### src/rtl/core/cpfa_pkg.sv
// Shared constants, codes and types of the contiguous page frame allocator.
`timescale 1ns / 1ps
`default_nettype none

package cpfa_pkg;

    // Geometry
    localparam int FRAMES     = 1024;
    localparam int PAGE_BYTES = 4096;
    localparam int PAGE_SHIFT = $clog2(PAGE_BYTES);
    localparam int FIDX_W     = $clog2(FRAMES);
    localparam int FCNT_W     = FIDX_W + 1;

    // Bitmap rows: one memory row holds the used bits of ROW_BITS frames
    localparam int ROW_BITS  = 8;
    localparam int ROW_SHIFT = $clog2(ROW_BITS);
    localparam int ROWS      = FRAMES / ROW_BITS;
    localparam int ROW_W     = $clog2(ROWS);

    // Request and result field widths
    localparam int SIZE_W   = 32;
    localparam int ADDR_W   = 32;
    localparam int NEED_W   = SIZE_W - PAGE_SHIFT + 1;
    localparam int ST_W     = 3;
    localparam int BASE_W   = 23;
    localparam int FF_W     = 11;
    localparam int PL_W     = 2;
    localparam int IN_DW    = SIZE_W + ADDR_W;
    localparam int OUT_FW   = ST_W + BASE_W + FF_W + PL_W;
    localparam int OUT_DW   = ((OUT_FW + 7) / 8) * 8;

    // Pressure thresholds on free*100
    localparam int PCT_W     = FCNT_W + 7;
    localparam int PCT_SCALE = 100;
    localparam int PCT_CRIT  = 5 * FRAMES;
    localparam int PCT_LOW   = 10 * FRAMES;
    localparam int PCT_MOD   = 15 * FRAMES;

    // Commands
    localparam logic CMD_ALLOC = 1'b0;
    localparam logic CMD_FREE  = 1'b1;

    // Status codes
    localparam logic [ST_W-1:0] ST_OK      = 3'd0;
    localparam logic [ST_W-1:0] ST_ZERO    = 3'd1;
    localparam logic [ST_W-1:0] ST_OOM     = 3'd2;
    localparam logic [ST_W-1:0] ST_NORUN   = 3'd3;
    localparam logic [ST_W-1:0] ST_IGNORED = 3'd4;

    // Pressure levels
    localparam logic [PL_W-1:0] PL_NORMAL   = 2'd0;
    localparam logic [PL_W-1:0] PL_MODERATE = 2'd1;
    localparam logic [PL_W-1:0] PL_LOW      = 2'd2;
    localparam logic [PL_W-1:0] PL_CRITICAL = 2'd3;

    typedef struct packed {
        logic              zero;
        logic [NEED_W-1:0] need;
        logic              low;
        logic              oom;
        logic [PL_W-1:0]   pressure;
    } t_size_info;

    typedef struct packed {
        logic              found;
        logic [FCNT_W-1:0] found_start;
        logic [FCNT_W-1:0] run_start;
        logic [FCNT_W-1:0] count;
    } t_scan_res;

endpackage

`default_nettype wire

### src/rtl/core/cpfa_bitmap_ram.sv
// Frame used-bit memory: synchronous RAM rows with per-row valid flags cleared at reset.
`timescale 1ns / 1ps
`default_nettype none

module cpfa_bitmap_ram (
    input  wire logic                           i_clk,
    input  wire logic                           i_rst_n,
    input  wire logic [cpfa_pkg::ROW_W-1:0]     i_rd_addr,
    output logic      [cpfa_pkg::ROW_BITS-1:0]  o_rd_data,
    input  wire logic                           i_wr_en,
    input  wire logic [cpfa_pkg::ROW_W-1:0]     i_wr_addr,
    input  wire logic [cpfa_pkg::ROW_BITS-1:0]  i_wr_data
);

    logic [cpfa_pkg::ROW_BITS-1:0] r_mem [cpfa_pkg::ROWS];
    logic [cpfa_pkg::ROWS-1:0]     r_row_vld;
    logic [cpfa_pkg::ROW_BITS-1:0] r_rd_data;
    logic                          r_rd_vld;

    always_ff @(posedge i_clk) begin
        if (i_wr_en) begin
            r_mem[i_wr_addr] <= i_wr_data;
        end
        r_rd_data <= r_mem[i_rd_addr];
    end

    // A row never written reads as all frames free
    always_ff @(posedge i_clk) begin
        if (!i_rst_n) begin
            r_row_vld <= '0;
            r_rd_vld  <= 1'b0;
        end else begin
            if (i_wr_en) begin
                r_row_vld[i_wr_addr] <= 1'b1;
            end
            r_rd_vld <= r_row_vld[i_rd_addr];
        end
    end

    assign o_rd_data = r_rd_vld ? r_rd_data : '0;

endmodule

`default_nettype wire

### src/rtl/core/cpfa_sizer.sv
// Allocation sizing: page count, low-memory and out-of-memory checks, pressure level.
`timescale 1ns / 1ps
`default_nettype none

module cpfa_sizer (
    input  wire logic [cpfa_pkg::SIZE_W-1:0] i_size,
    input  wire logic [cpfa_pkg::FCNT_W-1:0] i_free_cnt,
    output cpfa_pkg::t_size_info             o_info
);

    logic [cpfa_pkg::NEED_W-1:0] need;
    logic [cpfa_pkg::NEED_W-1:0] free_ext;
    logic [cpfa_pkg::PCT_W-1:0]  pct;

    // Pages of the 8-byte rounded size equal pages of the raw size.
    assign need = cpfa_pkg::NEED_W'(i_size >> cpfa_pkg::PAGE_SHIFT)
                + cpfa_pkg::NEED_W'(|i_size[cpfa_pkg::PAGE_SHIFT-1:0]);
    assign free_ext = cpfa_pkg::NEED_W'(i_free_cnt);
    assign pct = cpfa_pkg::PCT_W'(i_free_cnt) * cpfa_pkg::PCT_W'(cpfa_pkg::PCT_SCALE);

    always_comb begin
        o_info.zero = (i_size == '0);
        o_info.need = need;
        // free*page < rounded + page  <=>  free <= pages
        o_info.low  = (free_ext <= need);
        o_info.oom  = (free_ext < need);
        priority if (pct < cpfa_pkg::PCT_W'(cpfa_pkg::PCT_CRIT)) begin
            o_info.pressure = cpfa_pkg::PL_CRITICAL;
        end else if (pct < cpfa_pkg::PCT_W'(cpfa_pkg::PCT_LOW)) begin
            o_info.pressure = cpfa_pkg::PL_LOW;
        end else if (pct < cpfa_pkg::PCT_W'(cpfa_pkg::PCT_MOD)) begin
            o_info.pressure = cpfa_pkg::PL_MODERATE;
        end else begin
            o_info.pressure = cpfa_pkg::PL_NORMAL;
        end
    end

endmodule

`default_nettype wire

### src/rtl/core/cpfa_row_scan.sv
// One bitmap row of the next-fit search: extends or restarts the free run frame by frame.
`timescale 1ns / 1ps
`default_nettype none

module cpfa_row_scan (
    input  wire logic [cpfa_pkg::ROW_BITS-1:0]  i_row_data,
    input  wire logic [cpfa_pkg::ROW_W-1:0]     i_row,
    input  wire logic [cpfa_pkg::ROW_SHIFT-1:0] i_offset,
    input  wire logic [cpfa_pkg::NEED_W-1:0]    i_need,
    input  wire logic [cpfa_pkg::FCNT_W-1:0]    i_run_start,
    input  wire logic [cpfa_pkg::FCNT_W-1:0]    i_count,
    output cpfa_pkg::t_scan_res                 o_res
);

    logic [cpfa_pkg::FCNT_W-1:0] start;
    logic [cpfa_pkg::FCNT_W-1:0] cnt;
    logic [cpfa_pkg::FCNT_W-1:0] fstart;
    logic                        found;

    always_comb begin
        start  = i_run_start;
        cnt    = i_count;
        fstart = i_run_start;
        found  = 1'b0;
        for (int b = 0; b < cpfa_pkg::ROW_BITS; b++) begin
            if (cpfa_pkg::ROW_SHIFT'(b) >= i_offset && !found) begin
                if (i_row_data[b]) begin
                    // used frame: run restarts just past it
                    start = cpfa_pkg::FCNT_W'({i_row, cpfa_pkg::ROW_SHIFT'(b)})
                          + cpfa_pkg::FCNT_W'(1);
                    cnt   = '0;
                end else begin
                    cnt = cnt + cpfa_pkg::FCNT_W'(1);
                    if (cpfa_pkg::NEED_W'(cnt) == i_need) begin
                        found  = 1'b1;
                        fstart = start;
                    end
                end
            end
        end
        o_res.found       = found;
        o_res.found_start = fstart;
        o_res.run_start   = start;
        o_res.count       = cnt;
    end

endmodule

`default_nettype wire

### src/rtl/core/contiguous_page_frame_allocator_core.sv
// Top level: request sequencer of the next-fit contiguous page frame allocator.
// Free: decide, then check and clear the frame; an address out of range goes straight to the result.
// Allocate: rows scanned from the hint (8 frames a cycle), then the rows of the run read and marked;
// a failed search ends after the scan; zero size, out of memory or hint at the end skip the scan.
// One request is in flight at a time; the next is taken while a result waits at the output.
// Reset is synchronous: hint 0, all frames free, pressure normal; rows read free until written.
`timescale 1ns / 1ps
`default_nettype none

module contiguous_page_frame_allocator_core (
    input  wire logic                          i_clk,
    input  wire logic                          i_rst_n,
    input  wire logic                          s_axis_tvalid,
    output logic                               s_axis_tready,
    // [31:0] size_bytes, [63:32] free_address
    input  wire logic [cpfa_pkg::IN_DW-1:0]    s_axis_tdata,
    // [0] command
    input  wire logic [0:0]                    s_axis_tuser,
    output logic                               m_axis_tvalid,
    input  wire logic                          m_axis_tready,
    // [2:0] status, [25:3] base_address, [36:26] free_frames, [38:37] pressure_level
    output logic      [cpfa_pkg::OUT_DW-1:0]   m_axis_tdata
);

    localparam logic [2:0] S_IDLE     = 3'd0;
    localparam logic [2:0] S_DECIDE   = 3'd1;
    localparam logic [2:0] S_FREE_CHK = 3'd2;
    localparam logic [2:0] S_SCAN     = 3'd3;
    localparam logic [2:0] S_MARK_RD  = 3'd4;
    localparam logic [2:0] S_MARK_WR  = 3'd5;
    localparam logic [2:0] S_FIN      = 3'd6;

    localparam int HI_W = cpfa_pkg::ADDR_W - cpfa_pkg::PAGE_SHIFT - cpfa_pkg::FIDX_W;

    logic [2:0]                       r_state, n_state;
    logic                             r_cmd;
    logic [cpfa_pkg::SIZE_W-1:0]      r_size;
    logic [cpfa_pkg::ADDR_W-1:0]      r_addr;
    logic [cpfa_pkg::FCNT_W-1:0]      r_hint;
    logic [cpfa_pkg::FCNT_W-1:0]      r_free_cnt;
    logic [cpfa_pkg::PL_W-1:0]        r_pressure;
    logic [cpfa_pkg::ST_W-1:0]        r_status;
    logic [cpfa_pkg::BASE_W-1:0]      r_base;
    logic [cpfa_pkg::ROW_W-1:0]       r_row;
    logic [cpfa_pkg::ROW_SHIFT-1:0]   r_off;
    logic [cpfa_pkg::FCNT_W-1:0]      r_run_start;
    logic [cpfa_pkg::FCNT_W-1:0]      r_count;
    logic [cpfa_pkg::NEED_W-1:0]      r_need;
    logic [cpfa_pkg::FIDX_W-1:0]      r_end;
    logic                             r_out_valid;
    logic [cpfa_pkg::OUT_DW-1:0]      r_out_data;

    cpfa_pkg::t_size_info             size_info;
    cpfa_pkg::t_scan_res              scan_res;

    logic [cpfa_pkg::ROW_W-1:0]       rd_addr;
    logic [cpfa_pkg::ROW_BITS-1:0]    rd_data;
    logic                             wr_en;
    logic [cpfa_pkg::ROW_W-1:0]       wr_addr;
    logic [cpfa_pkg::ROW_BITS-1:0]    wr_data;
    logic [cpfa_pkg::ROW_BITS-1:0]    mark_mask;
    logic [cpfa_pkg::FCNT_W-1:0]      mark_frame;

    logic [cpfa_pkg::FIDX_W-1:0]      free_frame;
    logic                             free_bad;
    logic [cpfa_pkg::FIDX_W-1:0]      chk_frame;
    logic                             chk_used;
    logic [cpfa_pkg::FCNT_W-1:0]      hint_row_frame;
    logic                             scan_last_row;
    logic                             mark_last_row;
    logic                             out_load;

    cpfa_bitmap_ram u_ram (
        .i_clk     (i_clk),
        .i_rst_n   (i_rst_n),
        .i_rd_addr (rd_addr),
        .o_rd_data (rd_data),
        .i_wr_en   (wr_en),
        .i_wr_addr (wr_addr),
        .i_wr_data (wr_data)
    );

    cpfa_sizer u_sizer (
        .i_size     (r_size),
        .i_free_cnt (r_free_cnt),
        .o_info     (size_info)
    );

    cpfa_row_scan u_scan (
        .i_row_data  (rd_data),
        .i_row       (r_row),
        .i_offset    (r_off),
        .i_need      (r_need),
        .i_run_start (r_run_start),
        .i_count     (r_count),
        .o_res       (scan_res)
    );

    assign free_frame = r_addr[cpfa_pkg::PAGE_SHIFT +: cpfa_pkg::FIDX_W];
    assign free_bad   = (r_addr == '0)
                      || (r_addr[cpfa_pkg::ADDR_W-1 -: HI_W] != '0);
    assign chk_frame  = {r_row, r_off};
    assign chk_used   = rd_data[r_off];
    assign hint_row_frame = r_hint;

    assign scan_last_row = (r_row == cpfa_pkg::ROW_W'(cpfa_pkg::ROWS - 1));
    assign mark_last_row = (r_row == r_end[cpfa_pkg::FIDX_W-1:cpfa_pkg::ROW_SHIFT]);
    assign out_load      = (r_state == S_FIN) && (!r_out_valid || m_axis_tready);

    // Frames of the current row that fall inside the run being marked
    always_comb begin
        mark_frame = '0;
        mark_mask  = '0;
        for (int j = 0; j < cpfa_pkg::ROW_BITS; j++) begin
            mark_frame   = cpfa_pkg::FCNT_W'({r_row, cpfa_pkg::ROW_SHIFT'(j)});
            mark_mask[j] = (mark_frame >= r_run_start)
                         && (mark_frame <= cpfa_pkg::FCNT_W'(r_end));
        end
    end

    // Memory port control. Items run one at a time and the last write of an
    // item lands before the next item's first read, so no forwarding is needed.
    always_comb begin
        rd_addr = r_row;
        wr_en   = 1'b0;
        wr_addr = r_row;
        wr_data = rd_data | mark_mask;
        unique case (r_state)
            S_DECIDE: begin
                if (r_cmd == cpfa_pkg::CMD_FREE) begin
                    rd_addr = free_frame[cpfa_pkg::FIDX_W-1:cpfa_pkg::ROW_SHIFT];
                end else begin
                    rd_addr = hint_row_frame[cpfa_pkg::FIDX_W-1:cpfa_pkg::ROW_SHIFT];
                end
            end
            S_FREE_CHK: begin
                wr_en   = chk_used;
                wr_data = rd_data & ~(cpfa_pkg::ROW_BITS'(1) << r_off);
            end
            S_SCAN: begin
                rd_addr = r_row + cpfa_pkg::ROW_W'(1);
            end
            S_MARK_RD: begin
                rd_addr = r_run_start[cpfa_pkg::FIDX_W-1:cpfa_pkg::ROW_SHIFT];
            end
            S_MARK_WR: begin
                wr_en   = 1'b1;
                rd_addr = r_row + cpfa_pkg::ROW_W'(1);
            end
            S_IDLE, S_FIN: begin
                rd_addr = r_row;
            end
            default: begin
                rd_addr = r_row;
            end
        endcase
    end

    always_comb begin
        n_state = r_state;
        unique case (r_state)
            S_IDLE: begin
                if (s_axis_tvalid) n_state = S_DECIDE;
            end
            S_DECIDE: begin
                if (r_cmd == cpfa_pkg::CMD_FREE) begin
                    n_state = free_bad ? S_FIN : S_FREE_CHK;
                end else if (size_info.zero || (size_info.low && size_info.oom)
                             || r_hint >= cpfa_pkg::FCNT_W'(cpfa_pkg::FRAMES)) begin
                    n_state = S_FIN;
                end else begin
                    n_state = S_SCAN;
                end
            end
            S_FREE_CHK: n_state = S_FIN;
            S_SCAN: begin
                if (scan_res.found) begin
                    n_state = S_MARK_RD;
                end else if (scan_last_row) begin
                    n_state = S_FIN;
                end
            end
            S_MARK_RD: n_state = S_MARK_WR;
            S_MARK_WR: begin
                if (mark_last_row) n_state = S_FIN;
            end
            S_FIN: begin
                if (out_load) n_state = S_IDLE;
            end
            default: n_state = S_IDLE;
        endcase
    end

    // Control state
    always_ff @(posedge i_clk) begin
        if (!i_rst_n) begin
            r_state     <= S_IDLE;
            r_hint      <= '0;
            r_free_cnt  <= cpfa_pkg::FCNT_W'(cpfa_pkg::FRAMES);
            r_pressure  <= cpfa_pkg::PL_NORMAL;
            r_out_valid <= 1'b0;
        end else begin
            r_state <= n_state;
            if (out_load) begin
                r_out_valid <= 1'b1;
            end else if (m_axis_tready) begin
                r_out_valid <= 1'b0;
            end
            unique case (r_state)
                S_DECIDE: begin
                    if (r_cmd == cpfa_pkg::CMD_ALLOC && !size_info.zero && size_info.low) begin
                        r_pressure <= size_info.pressure;
                    end
                end
                S_FREE_CHK: begin
                    if (chk_used) begin
                        r_free_cnt <= r_free_cnt + cpfa_pkg::FCNT_W'(1);
                        if (cpfa_pkg::FCNT_W'(chk_frame) < r_hint) begin
                            r_hint <= cpfa_pkg::FCNT_W'(chk_frame);
                        end
                    end
                end
                S_SCAN: begin
                    // a failed search keeps the advance past used frames
                    if (!scan_res.found && scan_last_row) begin
                        r_hint <= scan_res.run_start;
                    end
                end
                S_MARK_WR: begin
                    if (mark_last_row) begin
                        r_free_cnt <= r_free_cnt - r_need[cpfa_pkg::FCNT_W-1:0];
                        r_hint     <= cpfa_pkg::FCNT_W'(r_end) + cpfa_pkg::FCNT_W'(1);
                    end
                end
                S_IDLE, S_MARK_RD, S_FIN: begin
                end
                default: begin
                end
            endcase
        end
    end

    // Request and working payload
    always_ff @(posedge i_clk) begin
        if (out_load) begin
            r_out_data <= cpfa_pkg::OUT_DW'({r_pressure,
                                             cpfa_pkg::FF_W'(r_free_cnt),
                                             r_base,
                                             r_status});
        end
        unique case (r_state)
            S_IDLE: begin
                r_cmd  <= s_axis_tuser[0];
                r_size <= s_axis_tdata[cpfa_pkg::SIZE_W-1:0];
                r_addr <= s_axis_tdata[cpfa_pkg::IN_DW-1:cpfa_pkg::SIZE_W];
            end
            S_DECIDE: begin
                r_base  <= '0;
                r_need  <= size_info.need;
                r_count <= '0;
                r_run_start <= r_hint;
                if (r_cmd == cpfa_pkg::CMD_FREE) begin
                    r_status <= cpfa_pkg::ST_IGNORED;
                    r_row    <= free_frame[cpfa_pkg::FIDX_W-1:cpfa_pkg::ROW_SHIFT];
                    r_off    <= free_frame[cpfa_pkg::ROW_SHIFT-1:0];
                end else begin
                    priority if (size_info.zero) begin
                        r_status <= cpfa_pkg::ST_ZERO;
                    end else if (size_info.low && size_info.oom) begin
                        r_status <= cpfa_pkg::ST_OOM;
                    end else begin
                        r_status <= cpfa_pkg::ST_NORUN;
                    end
                    r_row <= hint_row_frame[cpfa_pkg::FIDX_W-1:cpfa_pkg::ROW_SHIFT];
                    r_off <= hint_row_frame[cpfa_pkg::ROW_SHIFT-1:0];
                end
            end
            S_FREE_CHK: begin
                r_status <= chk_used ? cpfa_pkg::ST_OK : cpfa_pkg::ST_IGNORED;
            end
            S_SCAN: begin
                if (scan_res.found) begin
                    r_run_start <= scan_res.found_start;
                    r_end       <= cpfa_pkg::FIDX_W'(scan_res.found_start
                                 + r_need[cpfa_pkg::FCNT_W-1:0] - cpfa_pkg::FCNT_W'(1));
                end else begin
                    r_row       <= r_row + cpfa_pkg::ROW_W'(1);
                    r_off       <= '0;
                    r_run_start <= scan_res.run_start;
                    r_count     <= scan_res.count;
                end
            end
            S_MARK_RD: begin
                r_row <= r_run_start[cpfa_pkg::FIDX_W-1:cpfa_pkg::ROW_SHIFT];
            end
            S_MARK_WR: begin
                r_row <= r_row + cpfa_pkg::ROW_W'(1);
                if (mark_last_row) begin
                    r_status <= cpfa_pkg::ST_OK;
                    r_base   <= cpfa_pkg::BASE_W'(r_run_start[cpfa_pkg::FIDX_W-1:0])
                                << cpfa_pkg::PAGE_SHIFT;
                end
            end
            S_FIN: begin
            end
            default: begin
            end
        endcase
    end

    assign s_axis_tready = (r_state == S_IDLE);
    assign m_axis_tvalid = r_out_valid;
    assign m_axis_tdata  = r_out_data;

endmodule

`default_nettype wire

### config.mk
export PLATFORM = sky130hd
export DESIGN_NAME = contiguous_page_frame_allocator_core
export DESIGN_NICKNAME = d
export VERILOG_FILES = /design/src/rtl/core/cpfa_pkg.sv /design/src/rtl/core/cpfa_bitmap_ram.sv /design/src/rtl/core/cpfa_sizer.sv /design/src/rtl/core/cpfa_row_scan.sv /design/src/rtl/core/contiguous_page_frame_allocator_core.sv
export SDC_FILE = /design/constraint.sdc
export NUM_CORES = 2
export LEC_CHECK = 0
export ABC_AREA = 1
export ABC_CLOCK_PERIOD_IN_PS = 11300
export BUFFER_PORTS_ARGS = -buffer_cell sky130_fd_sc_hd__buf_2
export CORE_MARGIN = 1.5
export CORE_UTILIZATION = 35
export CTS_BUF_LIST = sky130_fd_sc_hd__clkbuf_8 sky130_fd_sc_hd__clkbuf_16
export DETAILED_ROUTE_END_ITERATION = 10
export HOLD_SLACK_MARGIN = 0.06
export PLACE_DENSITY = 0.46
export SLEW_MARGIN = 20
export SYNTH_ARGS = -nofsm -noshare
export SYNTH_HDL_FRONTEND = slang
export SYNTH_HIERARCHICAL = 1
export SYNTH_SLANG_ARGS = --single-unit
### constraint.sdc
create_clock -name i_clk -period 11.3 [get_ports i_clk]
set_input_delay 0.565 -clock i_clk [delete_from_list [all_inputs] [get_ports i_clk]]
set_output_delay 0.565 -clock i_clk [all_outputs]
set_load 0.01 [all_outputs]
==> results.sh <==
export IMPL_core_rowCount=160
export IMPL_cp_slowest_cell="edfxtp_1"
export IMPL_dieHeight_um=441
export IMPL_syn_avg_cell_area_um2=9.13
export IMPL_grt_pass1_wl_um=321000
export IMPL_timing_hold_ws_ns=0.147
export IMPL_clockBufferDepth=3
export IMPL_routed_wl_um=217000
export IMPL_slew_violations=0
export IMPL_clock_fmax_ghz=0.0975
export IMPL_numClockSinks=1356
export IMPL_dieArea_um2=194000
export IMPL_place_ws_ns=0.931
export IMPL_ys_warn_count=6
export IMPL_arrival_ns=10.80
export IMPL_antenna_found_initial=2
export IMPL_synth_cell_types=64
export IMPL_post_route_period_util_pct=90.7
export IMPL_synthCells=7342
export IMPL_ys_seq_area_share_pct=58.3
export IMPL_cts_made_buffers=154
export IMPL_cpMostUsedCell="nand2_1"
export IMPL_synthFlopType="edfxtp_1"
export IMPL_h_tree_depth=4
export IMPL_design_area_um2=75400
export IMPL_cap_violations=0
export IMPL_drt_iter0_markers=4017
export IMPL_placed_area_um2=69600
export IMPL_hold_class="input port to register"
export IMPL_end_kind="register"
export IMPL_synth_edf_count=1191
export IMPL_cts_root_buf="clkbuf_16"
export IMPL_overflow=0
export IMPL_syn_cell_area_um2=67000
export IMPL_initial_core_util_pct=35.2
export IMPL_grt_max_degree=183
export IMPL_dr_pass1_iters=6
export IMPL_cp_start_kind="register"
export IMPL_fp_dieW_um=441
export IMPL_period_needed_ns=10.25
export IMPL_core_um2=190000
export IMPL_cts_tree="built"
export IMPL_track_usage_pct=22.0
export IMPL_hold_viol=0
export IMPL_drc=0
export IMPL_wl_per_cell_um=21.6
export IMPL_ant_nets=0
export IMPL_gp_congestion=0.889
export IMPL_dp_cells=9695
export IMPL_slowest_delay_ns=0.43
export IMPL_drive_gt1_share_pct=8.14
export IMPL_fin_worst_skew_ns=0.0317
export IMPL_crit_type="register to register"
export IMPL_path_clk_slew_ns=0.06
export IMPL_slew_limit_headroom_pct=20.1
export IMPL_synth_seq_cells=1356
export IMPL_via_per_inst=5.14
export IMPL_insertion_delay_ns=0.81
export IMPL_status="complete, no violations"
export IMPL_critPathRequiredTime_ns=11.84
export IMPL_fin_ws_ns=1.05
export IMPL_synthToLayoutAreaGrowth_pct=12.5
export IMPL_grt_pass1_vias=48700
export IMPL_async_reset_ff_share_pct=0
export IMPL_hpwl_um=135000
export IMPL_worstPathMaxFanout=15
export IMPL_io_buffers=96
export IMPL_finish_cell_count_without_fillers=10100
export IMPL_tightest_slew_ns=1.20
export IMPL_setup_viol=0
export IMPL_nets=7599
export IMPL_ioPinCount=111
export IMPL_num_vias=51700
kinds of logic after synthesis:
logic type,Yosys count,synth area share (%)
mux,1,0.0168
compound gates,328,2.84
flops,1356,58.3
buf+inv,865,5.81
simple gates,4621,30.0
fa+ha+maj,121,2.34
other cells,1,0.00560
xor+xnor,49,0.706
sequential cells by signal, indices dropped and copies added (netlist names), 10 cells and up:
signal,flops
r_addr,32
m_axis_tdata,26
r_count,11
r_end,10
r_run_start,11
r_size,32
r_base,10
u_ram/r_mem,1024
r_free_cnt,11
r_need,21
u_ram/r_row_vld,128
hint_row_frame,11
path summary, 6_finish.rpt:
kind,start,endpoint,slack [ns],cells after the start
worst max-delay path,r_count[1]$_SDFFCE_PP0P_,r_end[7]$_DFFE_PP_,1.05,68
worst min-delay path,m_axis_tready,m_axis_tvalid$_SDFFE_PN0P_,0.15,4
worst max register to register,r_count[1]$_SDFFCE_PP0P_,r_end[7]$_DFFE_PP_,1.05,68
worst min register to register,r_status[2]$_DFFE_PP_,m_axis_tdata[2]$_DFFE_PP_,0.41,0
worst max-delay path: cells and delay by family (launching register included):
family | cells | cell delay [ns]
flops | 1 | 0.43
xor+xnor | 2 | 0.22
compound gates | 2 | 0.43
buf+inv | 3 | 0.18
fa+ha+maj | 7 | 1.85
simple gates | 54 | 6.87
final cells by class:
cell class	count	area [um^2]
Inverter	510	1960
Clock inverter	100	603
Clock buffer	187	4410
Sequential cell	1356	39100
Fill cell	18900	115000
Timing Repair Buffer	253	1910
Multi-Input combinational cell	5134	24300
Antenna cell	1	2.50
Tap cell	2511	3140
synth_stat cells (3+ instances only):
library cell / instances / area, um^2
nand3_1: 1361 / 6810
o21ai_1: 30 / 150
fa_1: 7 / 140
nand3_4: 11 / 193
a211oi_1: 4 / 30.0
buf_2: 171 / 856
a31oi_1: 4 / 25.0
nand4_1: 87 / 544
nor4_1: 10 / 62.6
nand2_2: 45 / 282
nor2_2: 30 / 188
nor2_4: 9 / 101
edfxtp_1: 1191 / 35800
nor2_8: 3 / 60.1
nand2_1: 2219 / 8330
buf_6: 40 / 450
xor2_1: 38 / 333
buf_4: 30 / 225
dfxtp_1: 165 / 3300
and2_1: 8 / 50.1
buf_1: 34 / 128
ha_1: 114 / 1430
nor3_2: 6 / 60.1
nand3_2: 19 / 190
o211ai_1: 25 / 188
clkinv_1: 10 / 37.5
o21a_1: 4 / 30.0
clkbuf_1: 79 / 297
o221ai_1: 9 / 78.8
xnor2_1: 8 / 70.1
nand3b_1: 13 / 97.6
o21ai_2: 10 / 87.6
o22ai_1: 10 / 62.6
inv_2: 35 / 131
o21ai_0: 140 / 701
o21bai_1: 12 / 90.1
nand2_4: 8 / 90.1
nor2_1: 756 / 2840
nor3_1: 27 / 135
a22oi_1: 6 / 45.0
inv_1: 462 / 1730
o31ai_1: 6 / 45.0
a21oi_1: 62 / 310
layer usage:
metal  GRT usage, %  part of all wire (%)
met1           29.9                    45
met2           36.6                    48
met3           2.71                   4.4
met5              0                     0
met4           6.43                   2.6
metrics by stage:
stage / setup TNS (ns) / utilization, %
floorplan: 0 / -
global placement: 0 / 36.6
detailed placement: 0 / 36.6
CTS: 0 / 39.6
global route: -0.0148 / 39.6
finish: 0 / 39.6
repair_timing:
action                     in CTS  in global routing
resized for setup               0                 10
hold buffers                   65                  0
buffers inserted                0                  4
setup endpoints to repair       0                  5
hold endpoints to repair       65                  0
layout by cell type, fill, tap and decap left out, types with 11 or more instances in the layout:
master	synthesis	final
o211ai_1	25	25
nor2_4	9	11
nand4_1	87	87
ha_1	114	112
edfxtp_1	1191	1191
clkbuf_16	0	163
nand3_4	11	15
inv_2	35	34
o21ai_0	140	139
dfxtp_1	165	165
o21bai_1	12	12
clkinv_1	10	23
a21oi_1	62	62
conb_1	1	14
nor2_2	30	33
nand3_1	1361	1355
nand3_2	19	21
dlygate4sd3_1	0	65
nor3_1	27	26
nand2_4	8	16
inv_1	462	520
xor2_1	38	38
clkbuf_8	0	24
nor2_1	756	751
nand3b_1	13	13
o21ai_1	30	30
clkinv_2	1	14
nand2_1	2219	2211
nand2_2	45	44
buf_4	30	85
buf_2	171	96
Power is left out: the tool's default activity adds up to more than one toggle a clock period on the data nets, which glitch-free logic cannot reach.
